**config.mk**
```make
export PLATFORM = sky130hd
export DESIGN_NAME = block_transfer_sequencer
export DESIGN_NICKNAME = d
export VERILOG_FILES = /design/src/design/bts_pkg.sv /design/src/design/bts_front.sv /design/src/design/bts_queue.sv /design/src/design/bts_back.sv /design/src/design/block_transfer_sequencer.sv
export SDC_FILE = /design/constraint.sdc
export NUM_CORES = 1
export LEC_CHECK = 0
export ABC_AREA = 1
export BUFFER_PORTS_ARGS = -buffer_cell sky130_fd_sc_hd__buf_4
export CAP_MARGIN = 5
export CORE_ASPECT_RATIO = 0.9
export CORE_MARGIN = 5
export CORE_UTILIZATION = 29
export CTS_BUF_LIST = sky130_fd_sc_hd__clkbuf_16
export DETAILED_ROUTE_END_ITERATION = 12
export PLACE_DENSITY = 0.45
export SETUP_SLACK_MARGIN = 0.3
export SKIP_CTS_REPAIR_TIMING = 1
export SYNTH_ARGS = -nofsm -noshare
export SYNTH_HDL_FRONTEND = slang
export SYNTH_SLANG_ARGS = --single-unit
export TNS_END_PERCENT = 100
```
**constraint.sdc**
```tcl
create_clock -name clk -period 4.6 [get_ports clk]
set_input_delay 0.23 -clock clk [delete_from_list [all_inputs] [get_ports clk]]
set_output_delay 0.23 -clock clk [all_outputs]
set_load 0.1 [all_outputs]
```
**src/design/bts_pkg.sv**
```systemverilog
// shared types, constants and helpers for the block transfer sequencer
package bts_pkg;

    // register bank size; list bits and base numbers at or above it are not valid
    localparam int REG_COUNT = 16;
    localparam logic [15:0] LIST_MASK = 16'((33'h1 << REG_COUNT) - 33'h1);

    localparam logic [31:0] ALIGN_MASK = 32'hFFFF_FFFC;
    localparam logic [31:0] WORD_BYTES = 32'd4;
    localparam logic [3:0]  PC_INDEX   = 4'd15;

    // depth of the command queue between front and back
    localparam int QUEUE_DEPTH = 2;
    localparam int QUEUE_PTR_W = (QUEUE_DEPTH > 1) ? $clog2(QUEUE_DEPTH) : 1;
    localparam int QUEUE_CNT_W = $clog2(QUEUE_DEPTH + 1);

    // instruction bit positions
    localparam int BIT_P = 24;
    localparam int BIT_U = 23;
    localparam int BIT_W = 21;
    localparam int BIT_L = 20;

    typedef enum logic [1:0] {
        KIND_XFER  = 2'd0,
        KIND_DONE  = 2'd1,
        KIND_UNDEF = 2'd2
    } kind_t;

    typedef struct packed {
        logic [31:0] instruction;
        logic [31:0] base_value;
    } instr_t;

    typedef struct packed {
        kind_t       kind;
        logic [3:0]  reg_index;
        logic [31:0] address;
        logic        is_load;
        logic        write_back;
        logic        last;
    } result_t;

    // decoded command handed from front to back
    typedef struct packed {
        logic        undef;
        logic [3:0]  base_reg;
        logic [15:0] reg_list;
        logic [31:0] start_addr;
        logic [31:0] new_base;
        logic        is_load;
        logic        write_back;
    } cmd_t;

    // queue status seen by both sides
    typedef struct packed {
        logic full;
        logic empty;
    } q_status_t;

    // set bits per nibble value
    localparam logic [2:0] NIBBLE_ONES [16] = '{
        3'd0, 3'd1, 3'd1, 3'd2, 3'd1, 3'd2, 3'd2, 3'd3,
        3'd1, 3'd2, 3'd2, 3'd3, 3'd2, 3'd3, 3'd3, 3'd4
    };

    // number of registers in a list, as a small adder tree
    function automatic logic [4:0] list_count(input logic [15:0] list);
        logic [3:0] lo_sum;
        logic [3:0] hi_sum;
        lo_sum = 4'(NIBBLE_ONES[list[3:0]]) + 4'(NIBBLE_ONES[list[7:4]]);
        hi_sum = 4'(NIBBLE_ONES[list[11:8]]) + 4'(NIBBLE_ONES[list[15:12]]);
        return 5'(lo_sum) + 5'(hi_sum);
    endfunction

endpackage

```
**src/design/bts_front.sv**
```systemverilog
// front end: accepts instructions and decodes them into queued commands
module bts_front (
    input  logic               instr_valid,
    output logic               instr_ready,
    input  bts_pkg::instr_t    instr,
    input  bts_pkg::q_status_t q_status,
    output logic               push,
    output bts_pkg::cmd_t      cmd
);

    logic [31:0] base;
    logic [3:0]  rn;
    logic        p_bit;
    logic        u_bit;
    logic        w_bit;
    logic [15:0] list;
    logic [4:0]  count;
    logic [31:0] span;
    logic [31:0] up_start;
    logic [31:0] down_start;
    logic [31:0] new_base;

    // accept whenever the queue has room
    assign instr_ready = !q_status.full;
    assign push        = instr_valid && !q_status.full;

    // field extraction
    assign base  = instr.base_value & bts_pkg::ALIGN_MASK;
    assign rn    = instr.instruction[19:16];
    assign p_bit = instr.instruction[bts_pkg::BIT_P];
    assign u_bit = instr.instruction[bts_pkg::BIT_U];
    assign w_bit = instr.instruction[bts_pkg::BIT_W];
    assign list  = instr.instruction[15:0] & bts_pkg::LIST_MASK;

    // block size and addresses
    assign count      = bts_pkg::list_count(list);
    assign span       = {25'd0, count, 2'b00};
    assign up_start   = base + (p_bit ? bts_pkg::WORD_BYTES : 32'd0);
    assign down_start = base - span + (p_bit ? 32'd0 : bts_pkg::WORD_BYTES);
    assign new_base   = u_bit ? (base + span) : (base - span);

    // command build
    always_comb
    begin
        cmd.undef      = (rn == bts_pkg::PC_INDEX) || ({1'b0, rn} >= 5'(bts_pkg::REG_COUNT));
        cmd.base_reg   = rn;
        cmd.reg_list   = list;
        cmd.start_addr = u_bit ? up_start : down_start;
        cmd.new_base   = w_bit ? new_base : 32'd0;
        cmd.is_load    = instr.instruction[bts_pkg::BIT_L];
        cmd.write_back = w_bit;
    end

endmodule

```
**src/design/bts_queue.sv**
```systemverilog
// short command queue between front and back
module bts_queue (
    input  logic               clk,
    input  logic               rst_n,
    input  logic               push,
    input  bts_pkg::cmd_t      push_cmd,
    input  logic               pop,
    output bts_pkg::cmd_t      head_cmd,
    output bts_pkg::q_status_t status
);

    bts_pkg::cmd_t                   mem [bts_pkg::QUEUE_DEPTH];
    logic [bts_pkg::QUEUE_PTR_W-1:0] wr_ptr_reg;
    logic [bts_pkg::QUEUE_PTR_W-1:0] wr_ptr_next;
    logic [bts_pkg::QUEUE_PTR_W-1:0] rd_ptr_reg;
    logic [bts_pkg::QUEUE_PTR_W-1:0] rd_ptr_next;
    logic [bts_pkg::QUEUE_CNT_W-1:0] count_reg;
    logic [bts_pkg::QUEUE_CNT_W-1:0] count_next;
    logic                            do_push;
    logic                            do_pop;

    assign status.full  = (count_reg == bts_pkg::QUEUE_CNT_W'(bts_pkg::QUEUE_DEPTH));
    assign status.empty = (count_reg == '0);
    assign do_push      = push && !status.full;
    assign do_pop       = pop && !status.empty;
    assign head_cmd     = mem[rd_ptr_reg];

    // pointer advance with wrap
    always_comb
    begin
        wr_ptr_next = wr_ptr_reg;
        rd_ptr_next = rd_ptr_reg;
        count_next  = count_reg;
        if (do_push)
        begin
            if (wr_ptr_reg == bts_pkg::QUEUE_PTR_W'(bts_pkg::QUEUE_DEPTH - 1))
                wr_ptr_next = '0;
            else
                wr_ptr_next = wr_ptr_reg + 1'b1;
        end
        if (do_pop)
        begin
            if (rd_ptr_reg == bts_pkg::QUEUE_PTR_W'(bts_pkg::QUEUE_DEPTH - 1))
                rd_ptr_next = '0;
            else
                rd_ptr_next = rd_ptr_reg + 1'b1;
        end
        if (do_push && !do_pop)
            count_next = count_reg + 1'b1;
        else if (do_pop && !do_push)
            count_next = count_reg - 1'b1;
    end

    // control registers
    always_ff @(posedge clk or negedge rst_n)
    begin
        if (!rst_n)
        begin
            wr_ptr_reg <= '0;
            rd_ptr_reg <= '0;
            count_reg  <= '0;
        end
        else
        begin
            wr_ptr_reg <= wr_ptr_next;
            rd_ptr_reg <= rd_ptr_next;
            count_reg  <= count_next;
        end
    end

    // storage write
    always_ff @(posedge clk)
    begin
        if (do_push)
            mem[wr_ptr_reg] <= push_cmd;
    end

endmodule

```
**src/design/bts_back.sv**
```systemverilog
// back end: walks a command's register list and drives result transfers
module bts_back (
    input  logic               clk,
    input  logic               rst_n,
    input  bts_pkg::q_status_t q_status,
    input  bts_pkg::cmd_t      head_cmd,
    output logic               pop,
    output logic               result_valid,
    input  logic               result_ready,
    output bts_pkg::result_t   result
);

    typedef enum logic {
        ST_IDLE,
        ST_RUN
    } state_t;

    state_t           state_reg;
    state_t           state_next;
    bts_pkg::cmd_t    cmd_reg;
    bts_pkg::cmd_t    cmd_next;
    logic [15:0]      list_reg;
    logic [15:0]      list_next;
    logic [31:0]      addr_reg;
    logic [31:0]      addr_next;
    logic             out_valid_reg;
    logic             out_valid_next;
    bts_pkg::result_t out_reg;
    bts_pkg::result_t out_next;
    logic             can_emit;
    logic [3:0]       low_index;

    assign can_emit     = !out_valid_reg || result_ready;
    assign pop          = (state_reg == ST_IDLE) && !q_status.empty;
    assign result_valid = out_valid_reg;
    assign result       = out_reg;

    // lowest set register in the remaining list
    always_comb
    begin
        low_index = '0;
        for (int i = 15; i >= 0; i--)
        begin
            if (list_reg[i])
                low_index = 4'(i);
        end
    end

    // sequencing
    always_comb
    begin
        state_next     = state_reg;
        cmd_next       = cmd_reg;
        list_next      = list_reg;
        addr_next      = addr_reg;
        out_valid_next = out_valid_reg && !result_ready;
        out_next       = out_reg;
        unique case (state_reg)
            ST_IDLE:
            begin
                if (!q_status.empty)
                begin
                    cmd_next   = head_cmd;
                    list_next  = head_cmd.reg_list;
                    addr_next  = head_cmd.start_addr;
                    state_next = ST_RUN;
                end
            end
            ST_RUN:
            begin
                if (can_emit)
                begin
                    out_valid_next = 1'b1;
                    priority if (cmd_reg.undef)
                    begin
                        out_next.kind       = bts_pkg::KIND_UNDEF;
                        out_next.reg_index  = cmd_reg.base_reg;
                        out_next.address    = 32'd0;
                        out_next.is_load    = 1'b0;
                        out_next.write_back = 1'b0;
                        out_next.last       = 1'b1;
                        state_next          = ST_IDLE;
                    end
                    else if (list_reg != 16'd0)
                    begin
                        out_next.kind       = bts_pkg::KIND_XFER;
                        out_next.reg_index  = low_index;
                        out_next.address    = addr_reg;
                        out_next.is_load    = cmd_reg.is_load;
                        out_next.write_back = 1'b0;
                        out_next.last       = 1'b0;
                        list_next           = list_reg & (list_reg - 16'd1);
                        addr_next           = addr_reg + bts_pkg::WORD_BYTES;
                    end
                    else
                    begin
                        out_next.kind       = bts_pkg::KIND_DONE;
                        out_next.reg_index  = cmd_reg.base_reg;
                        out_next.address    = cmd_reg.new_base;
                        out_next.is_load    = 1'b0;
                        out_next.write_back = cmd_reg.write_back;
                        out_next.last       = 1'b1;
                        state_next          = ST_IDLE;
                    end
                end
            end
            default:
            begin
                state_next = ST_IDLE;
            end
        endcase
    end

    // state and registered outputs
    always_ff @(posedge clk or negedge rst_n)
    begin
        if (!rst_n)
        begin
            state_reg     <= ST_IDLE;
            cmd_reg       <= '0;
            list_reg      <= '0;
            addr_reg      <= '0;
            out_valid_reg <= 1'b0;
            out_reg       <= '0;
        end
        else
        begin
            state_reg     <= state_next;
            cmd_reg       <= cmd_next;
            list_reg      <= list_next;
            addr_reg      <= addr_next;
            out_valid_reg <= out_valid_next;
            out_reg       <= out_next;
        end
    end

endmodule

```
**src/design/block_transfer_sequencer.sv**
```systemverilog
// top level of the block transfer sequencer
//
// instr channel: one transfer carries a load/store-multiple instruction word and
// the value of its base register. result channel: one transfer per memory
// access, in ascending register order at ascending word addresses, then one
// completion transfer with the written-back base (last set). a base register
// of r15 gives a single undefined-instruction transfer instead.
// a front end decodes each instruction (register count, start address, new
// base) into a two-entry command queue; the back end pulls one command at a
// time and walks its register list.
// when the back end is idle, an accepted instruction is written into the queue,
// loaded by the back end, and its first result registered. each defined command
// takes a load step, one transfer per register and a completion step; the list
// walk goes at one register per cycle unless the result stalls; no new command
// is taken until done. the front keeps accepting until the queue is full.
// reset clears the queue and the back end; no result is pending afterwards.
// a stalled result holds in the output register and the walk pauses with it.
module block_transfer_sequencer (
    input  logic             clk,
    input  logic             rst_n,
    input  logic             instr_valid,
    output logic             instr_ready,
    input  bts_pkg::instr_t  instr,
    output logic             result_valid,
    input  logic             result_ready,
    output bts_pkg::result_t result
);

    bts_pkg::q_status_t q_status;
    bts_pkg::cmd_t      push_cmd;
    bts_pkg::cmd_t      head_cmd;
    logic               push;
    logic               pop;

    // decode
    bts_front u_front (
        .instr_valid (instr_valid),
        .instr_ready (instr_ready),
        .instr       (instr),
        .q_status    (q_status),
        .push        (push),
        .cmd         (push_cmd)
    );

    // command queue
    bts_queue u_queue (
        .clk      (clk),
        .rst_n    (rst_n),
        .push     (push),
        .push_cmd (push_cmd),
        .pop      (pop),
        .head_cmd (head_cmd),
        .status   (q_status)
    );

    // list walk and result output
    bts_back u_back (
        .clk          (clk),
        .rst_n        (rst_n),
        .q_status     (q_status),
        .head_cmd     (head_cmd),
        .pop          (pop),
        .result_valid (result_valid),
        .result_ready (result_ready),
        .result       (result)
    );

endmodule
```
Word-level counts from Yosys, hierarchy flattened --
Memory sizes are Yosys's and may differ from the RTL's. Index checks and enable logic that the tools add are counted.
Word-level totals: flip-flop bits (word level) 134, memories 5, logic and storage cells 127, ROM bits 192, input bits 68, output and inout port bits 43, RAM bits 174
Cells by class: equal/unequal tests 6, reduce and logical (&&, ||, !) cells 20, magnitude comparators 4, muxes and demuxes 54, $add $sub $neg 13, bitwise gates (word level) 7
Memories:
- u_queue.mem | words 2, bits a word 87, rd ports 1, clocked after Yosys merged registers in 0, wr ports 1, line bts_queue.sv:12 | bts_pkg::cmd_t mem [bts_pkg::QUEUE_DEPTH];
- (no name shown) | words 16, bits a word 3, rd ports 1, clocked after Yosys merged registers in 0, wr ports 0, line bts_pkg.sv:70 | lo_sum = 4'(NIBBLE_ONES[list[3:0]]) + 4'(NIBBLE_ONES[list[7:4]]);
- (no name shown) | words 16, bits a word 3, rd ports 1, clocked after Yosys merged registers in 0, wr ports 0, line bts_pkg.sv:70
- (no name shown) | words 16, bits a word 3, rd ports 1, clocked after Yosys merged registers in 0, wr ports 0, line bts_pkg.sv:71 | hi_sum = 4'(NIBBLE_ONES[list[11:8]]) + 4'(NIBBLE_ONES[list[15:12]]);
- (no name shown) | words 16, bits a word 3, rd ports 1, clocked after Yosys merged registers in 0, wr ports 0, line bts_pkg.sv:71
Operators by type and width (number):
- 32-bit 2-to-1 mux | 7
- 32-bit adder | 2
- 16-bit 2-to-1 mux | 4
- 4-bit 2-to-1 mux | 16
- 32-bit one-hot mux with 2 select lines | 1
- 41-bit 2-to-1 mux | 1
- 40-bit 2-to-1 mux | 1
- 32-bit by 3-bit adder with 32-bit output (second input constant) | 1
- 32-bit by 7-bit adder with 32-bit output | 1
- 16-bit one-hot mux with 2 select lines | 1
- 32-bit by 7-bit subtractor with 32-bit output | 1
- 3-bit 2-to-1 mux | 10
- 5-bit >= comparator (second input constant) | 4
- 4-bit inverter with 5-bit output | 4
- 16-bit bitwise AND | 1
- 16-bit nonzero test | 1
- 16-bit by 1-bit subtractor with 16-bit output (second input constant) | 1
- 1-bit 2-to-1 mux | 10
- 3-bit by 3-bit adder with 4-bit output | 2
- 2-bit inequality test (second input constant) | 4
- 1-bit logical AND | 7
- 1-bit zero test | 6
- 4-bit by 4-bit adder with 5-bit output | 1
- 4-bit equality test (second input constant) | 1
- 12 further kinds | 16

Depth between registers and ports, before layout --
depth after elaboration 18, mapped depth 32, gate-level depth less buffers 32

Hierarchy --
A second synthesis with hierarchy kept.
Unflattened totals: cell total of the unflattened synthesis 2224, area total of the unflattened synthesis 17962.2 um^2
Modules (own cells, without submodules):
- bts_queue | times used 1, area each 6560.0 um^2, seq. area each 5325.1 um^2, cells an instance 486
- bts_back | times used 1, area each 6364.9 um^2, seq. area each 3253.1 um^2, cells an instance 759
- bts_front | times used 1, area each 5037.3 um^2, seq. area each 0.0 um^2, cells an instance 979

Worst setup path before layout --
No wires, ideal clock.
path kind flip-flop to flip-flop, start register u_queue.count_reg[0] (netlist bit), end memory u_queue.mem[1][0] (netlist bit) (enable), path slack -747 ps, period minus slack after synthesis 5347 ps, buffers on the path 0, required time 4073 ps, stages on the path, launching flop included 5, arrival 4820 ps, library setup time 527 ps, cell sequence dfrtp_1 inv_1 nand2_1 nand2_1 nor2_1
On the way: longest elaborated chain between the ends 6
RTL lines:
- start, declared | line bts_queue.sv:17 | logic [bts_pkg::QUEUE_CNT_W-1:0] count_reg;
- start signal, assigned | line bts_queue.sv:67 | count_reg <= count_next;
- 2-bit equality test * | line bts_queue.sv:22 | assign status.full = (count_reg == bts_pkg::QUEUE_CNT_W'(bts_pkg::QUEUE_DEPTH));
- 1-bit zero test *
- named net instr_ready | line block_transfer_sequencer.sv:22 | output logic instr_ready,
- 1-bit logical AND | line bts_front.sv:25 | assign push = instr_valid && !q_status.full;
- 1-bit logical AND * | line bts_queue.sv:24 | assign do_push = push && !status.full;
- 1-bit 2-to-1 mux * | line bts_queue.sv:74 | if (do_push)
- 1-bit 2-to-1 mux (not written as such) * | line bts_queue.sv:75 | mem[wr_ptr_reg] <= push_cmd;
- end, declared | line bts_queue.sv:12
Mark *: on every way through the listed nets, which the timed path passes. The rest lies on a longest branch.

==> impl_metrics.py <==
metrics = {
    "timing": {
        "drv_slew": 0,
        "fmax_mhz": 214,
        "final-setup-viol-count": 20,
        "hold_viol": 0,
        "fin_crit_sh": 1.02,
        "period_needed_ns": 4.68,
        "slew_headroom": 0.245,
        "max_slew.worst_pin.slew_ns": 1.13,
        "skew_ns": 0.0137,
        "setup_ws_ns": -0.0800,
        "grt_setup_unrepaired": "true",
    },
    "final_layout": {
        "final_nets": 2361,
        "syn2layout_area_growth_pct": 30.3,
        "num_antenna_cells": 0,
        "stdcell_count": 3043,
        "largest_register_ffs": 166,
        "drive_gt1_frac": 0.251,
        "fin_area_mm2": 0.0217,
    },
    "worst_setup_path": {
        "reg2reg_depth": 16,
        "arrival_ns": 4.94,
        "worstPathMaxFanout": 6,
        "reg2reg_from": "u_back.list_reg[1]",
        "worstPathRequired_ns": 4.86,
        "critical_path_class": "input pin to register",
        "r2r_slack_ns": 1.19,
        "crit_path_max_incr_delay_ns": 0.55,
        "cp_slowest_cell": "fa_1",
        "crit_start": "instr[33]",
        "timing.rr.end": "u_back.list_reg[13]",
        "end_kind": "register",
        "startpoint_type": "input pin",
    },
    "floorplan": {
        "core_area_mm2": 0.0569,
        "io_pins": 111,
        "dieArea_mm2": 0.0623,
        "die_w_um": 262,
        "die_h_um": 237,
        "initial_core_util": 0.292,
        "rows": 83,
    },
    "power_and_ir_drop": {
        "pwr-share-comb": 0.474,
        "p_int_mw": 7.35,
        "power.switching_mw": 6.09,
        "peakVddDrop_uv": 323,
        "switching_share": 0.453,
        "powerDensity_mw_per_mm2": 620,
        "p_seq_frac": 0.331,
        "clkPwrFrac": 0.195,
        "p_leak_nw": 8.92,
    },
    "global_routing": {
        "antenna_found_initial": 0,
        "first_global_vias": 13800,
        "grt_max_degree": 92,
        "grt_usage": 0.172,
        "grt_first_pass_wirelength_um": 85200,
        "grt_overflow_total": 0,
    },
    "yosys": {
        "synth_edf_count": 166,
        "synthAdderAreaFrac": 0.0344,
        "synth_ff_type": "edfxtp_1",
        "synth_xor_area_frac": 0.0210,
        "synth.avg_cell_area_um2": 8.31,
        "yosys.cell_types.count": 60,
        "netlist_instances": 2001,
        "netlist_area_mm2": 0.0166,
        "postSynth.asyncResetShare": 0.437,
        "ys_warn_count": 0,
        "synth-simple-area-share": 0.257,
        "synth_top_family_by_area": "simple AND/OR/NAND/NOR gates",
        "muxShareOfSynthArea": 0.00602,
        "synth_compound_area_frac": 0.124,
        "ys_ff_latch": 295,
        "yosysSeqAreaShare": 0.494,
        "syn_nets": 2110,
    },
    "placement": {
        "placed_area_mm2": 0.0195,
        "dpl.cell_count": 2945,
        "portBuffers": 100,
        "routabilityCongestion": 0.930,
        "hpwl_um": 40500,
    },
    "cts": {
        "numCtsBuffers": 34,
        "htree_num_levels": 2,
        "cts_tree": "done",
        "cts_buffer_depth": 3,
        "insertion_delay_ns": 0.52,
        "clock_sinks": 295,
        "clk_pin_slew_ns": 0.05,
        "cts_root_buffer": "clkbuf_16",
    },
    "outcome": {
        "violations": "setup timing",
        "status": "finished, violations left",
    },
    "drt": {
        "dr_total_vias": 14700,
        "drt_wl_total_um": 56000,
        "via_per_inst": 4.84,
        "wl_per_cell_um": 18.4,
        "drt-initial-drc-count": 1221,
        "drc_errors": 0,
        "ant_nets": 0,
        "first_pass_iters": 5,
    },
    "worst_hold_path": {
        "hp-start": "instr[34]",
        "min-delay-path-class": "input pin to register",
        "hold_path_depth": 2,
        "holdPathEnd": "u_queue.mem[0][68]",
    },
    "run": {
        "maxCapViolCount": 0,
    },
}
==> cell type report <==
cell class / instances / area, µm²
clock buffer: 37 / 926
timing repair buffer: 298 / 2360
tap: 765 / 957
inverter: 191 / 731
clock inverter: 25 / 164
multi-input combinational: 1432 / 8340
fill: 5889 / 35200
sequential: 295 / 8210
==> worst max-delay path by stage <==
| stage | to | slack [ns] | cells after the start |
|---|---|---|---|
| finish | u_queue.mem[0][53] | -0.08 | 29 |
| global route | u_queue.mem[1][58] | -0.28 | 29 |
| CTS | u_queue.mem[0][32] | -0.42 | 26 |
| detailed placement | u_queue.mem[1][32] | -0.94 | 26 |
| global placement | u_queue.mem[0][32] | -0.92 | 26 |
| floorplan | u_queue.mem[1][0] | -0.75 | 4 |
==> synth_stat cells (4+ instances only) <==
library cell | instances | area [µm²]
nor2_2 | 16 | 100
o22ai_1 | 4 | 25.0
nand3_2 | 5 | 50.1
o21ai_0 | 120 | 601
o32ai_1 | 7 | 61.3
nand2_1 | 429 | 1610
nor4_1 | 7 | 43.8
nor2_4 | 8 | 90.1
o21ai_1 | 12 | 60.1
nor3_1 | 28 | 140
o211ai_1 | 6 | 45.0
fa_1 | 8 | 160
ha_1 | 33 | 413
o221ai_1 | 4 | 35.0
inv_1 | 181 | 679
mux2i_1 | 10 | 100
clkbuf_1 | 72 | 270
edfxtp_1 | 166 | 4980
nor2_1 | 315 | 1180
buf_2 | 6 | 30.0
inv_2 | 6 | 22.5
a31oi_1 | 92 | 576
xor2_1 | 28 | 245
dfrtp_1 | 129 | 3230
a211oi_1 | 12 | 90.1
nand2_2 | 15 | 93.8
a21oi_1 | 67 | 335
nand4_1 | 24 | 150
xnor2_1 | 10 | 87.6
nand3_1 | 127 | 636
clkinv_1 | 4 | 15.0
==> per-layer routing <==
metal  vias up  GRT usage  part of all wire  routed length [µm]
li1       7259          -                 -                   -
met1      7048      0.278              0.52               29400
met2       364      0.248              0.42               23500
met3        57     0.0183             0.041                2290
met4         0     0.0342             0.016                 878
met5         -          0                 0                   0
==> logic make-up after synthesis <==
| logic type | after synthesis |
|---|---|
| flip-flops | 295 |
| AND/OR/NAND/NOR | 991 |
| AO/OA/AOI/OAI | 351 |
| buffers and inverters | 274 |
| adder cells (fa/ha/maj) | 41 |
| XOR/XNOR | 39 |
| multiplexers | 10 |
==> worst max-delay path: cells and delay by family <==
kind	cells	cell delay, ns
xor gates and xnor gates	2	0.33
buffers and inverters	8	0.75
and+or+nand+nor	11	1.13
AOI/OAI and AO/OA	2	0.49
adders and majority gates	6	2.02
==> placed cells by master (no fill, tap or decap), types with 23 or more instances in the layout <==
master / instances
a21oi_1: 53
a31oi_1: 91
buf_4: 270
clkbuf_16: 37
dfrtp_1: 128
edfxtp_1: 166
ha_1: 24
inv_1: 177
nand2_1: 384
nand2_2: 41
nand3_1: 106
nand4_1: 24
nor2_1: 286
nor2_4: 32
o21ai_0: 102
xor2_1: 23
==> through the flow <==
| stage | TNS (ns) | hold WS [ns] | utilization | worst slack, ns | power, mW |
|---|---|---|---|---|---|
| floorplan | -122.04 | -0.0656 | - | -0.747 | 8.60 |
| global placement | -52.06 | 0.418 | 0.342 | -0.915 | 10.6 |
| detailed placement | -53.62 | 0.411 | 0.342 | -0.945 | 10.7 |
| CTS | -7.36 | -0.147 | 0.361 | -0.416 | 13.3 |
| global route | -13.16 | 0.00424 | 0.381 | -0.285 | 14.4 |
| finish | -0.742 | 0.0237 | 0.381 | -0.0800 | 13.4 |
==> power by group through the flow <==
stage / Combinational, mW / Sequential, mW / Clock, mW
floorplan: 3.10 / 5.50 / 0
global placement: 6.11 / 4.49 / 0
detailed placement: 6.16 / 4.50 / 0
CTS: 6.18 / 4.45 / 2.71
global route: 7.00 / 4.56 / 2.81
finish: 6.38 / 4.45 / 2.62
Note: power is estimated with default switching activity, not from simulation.
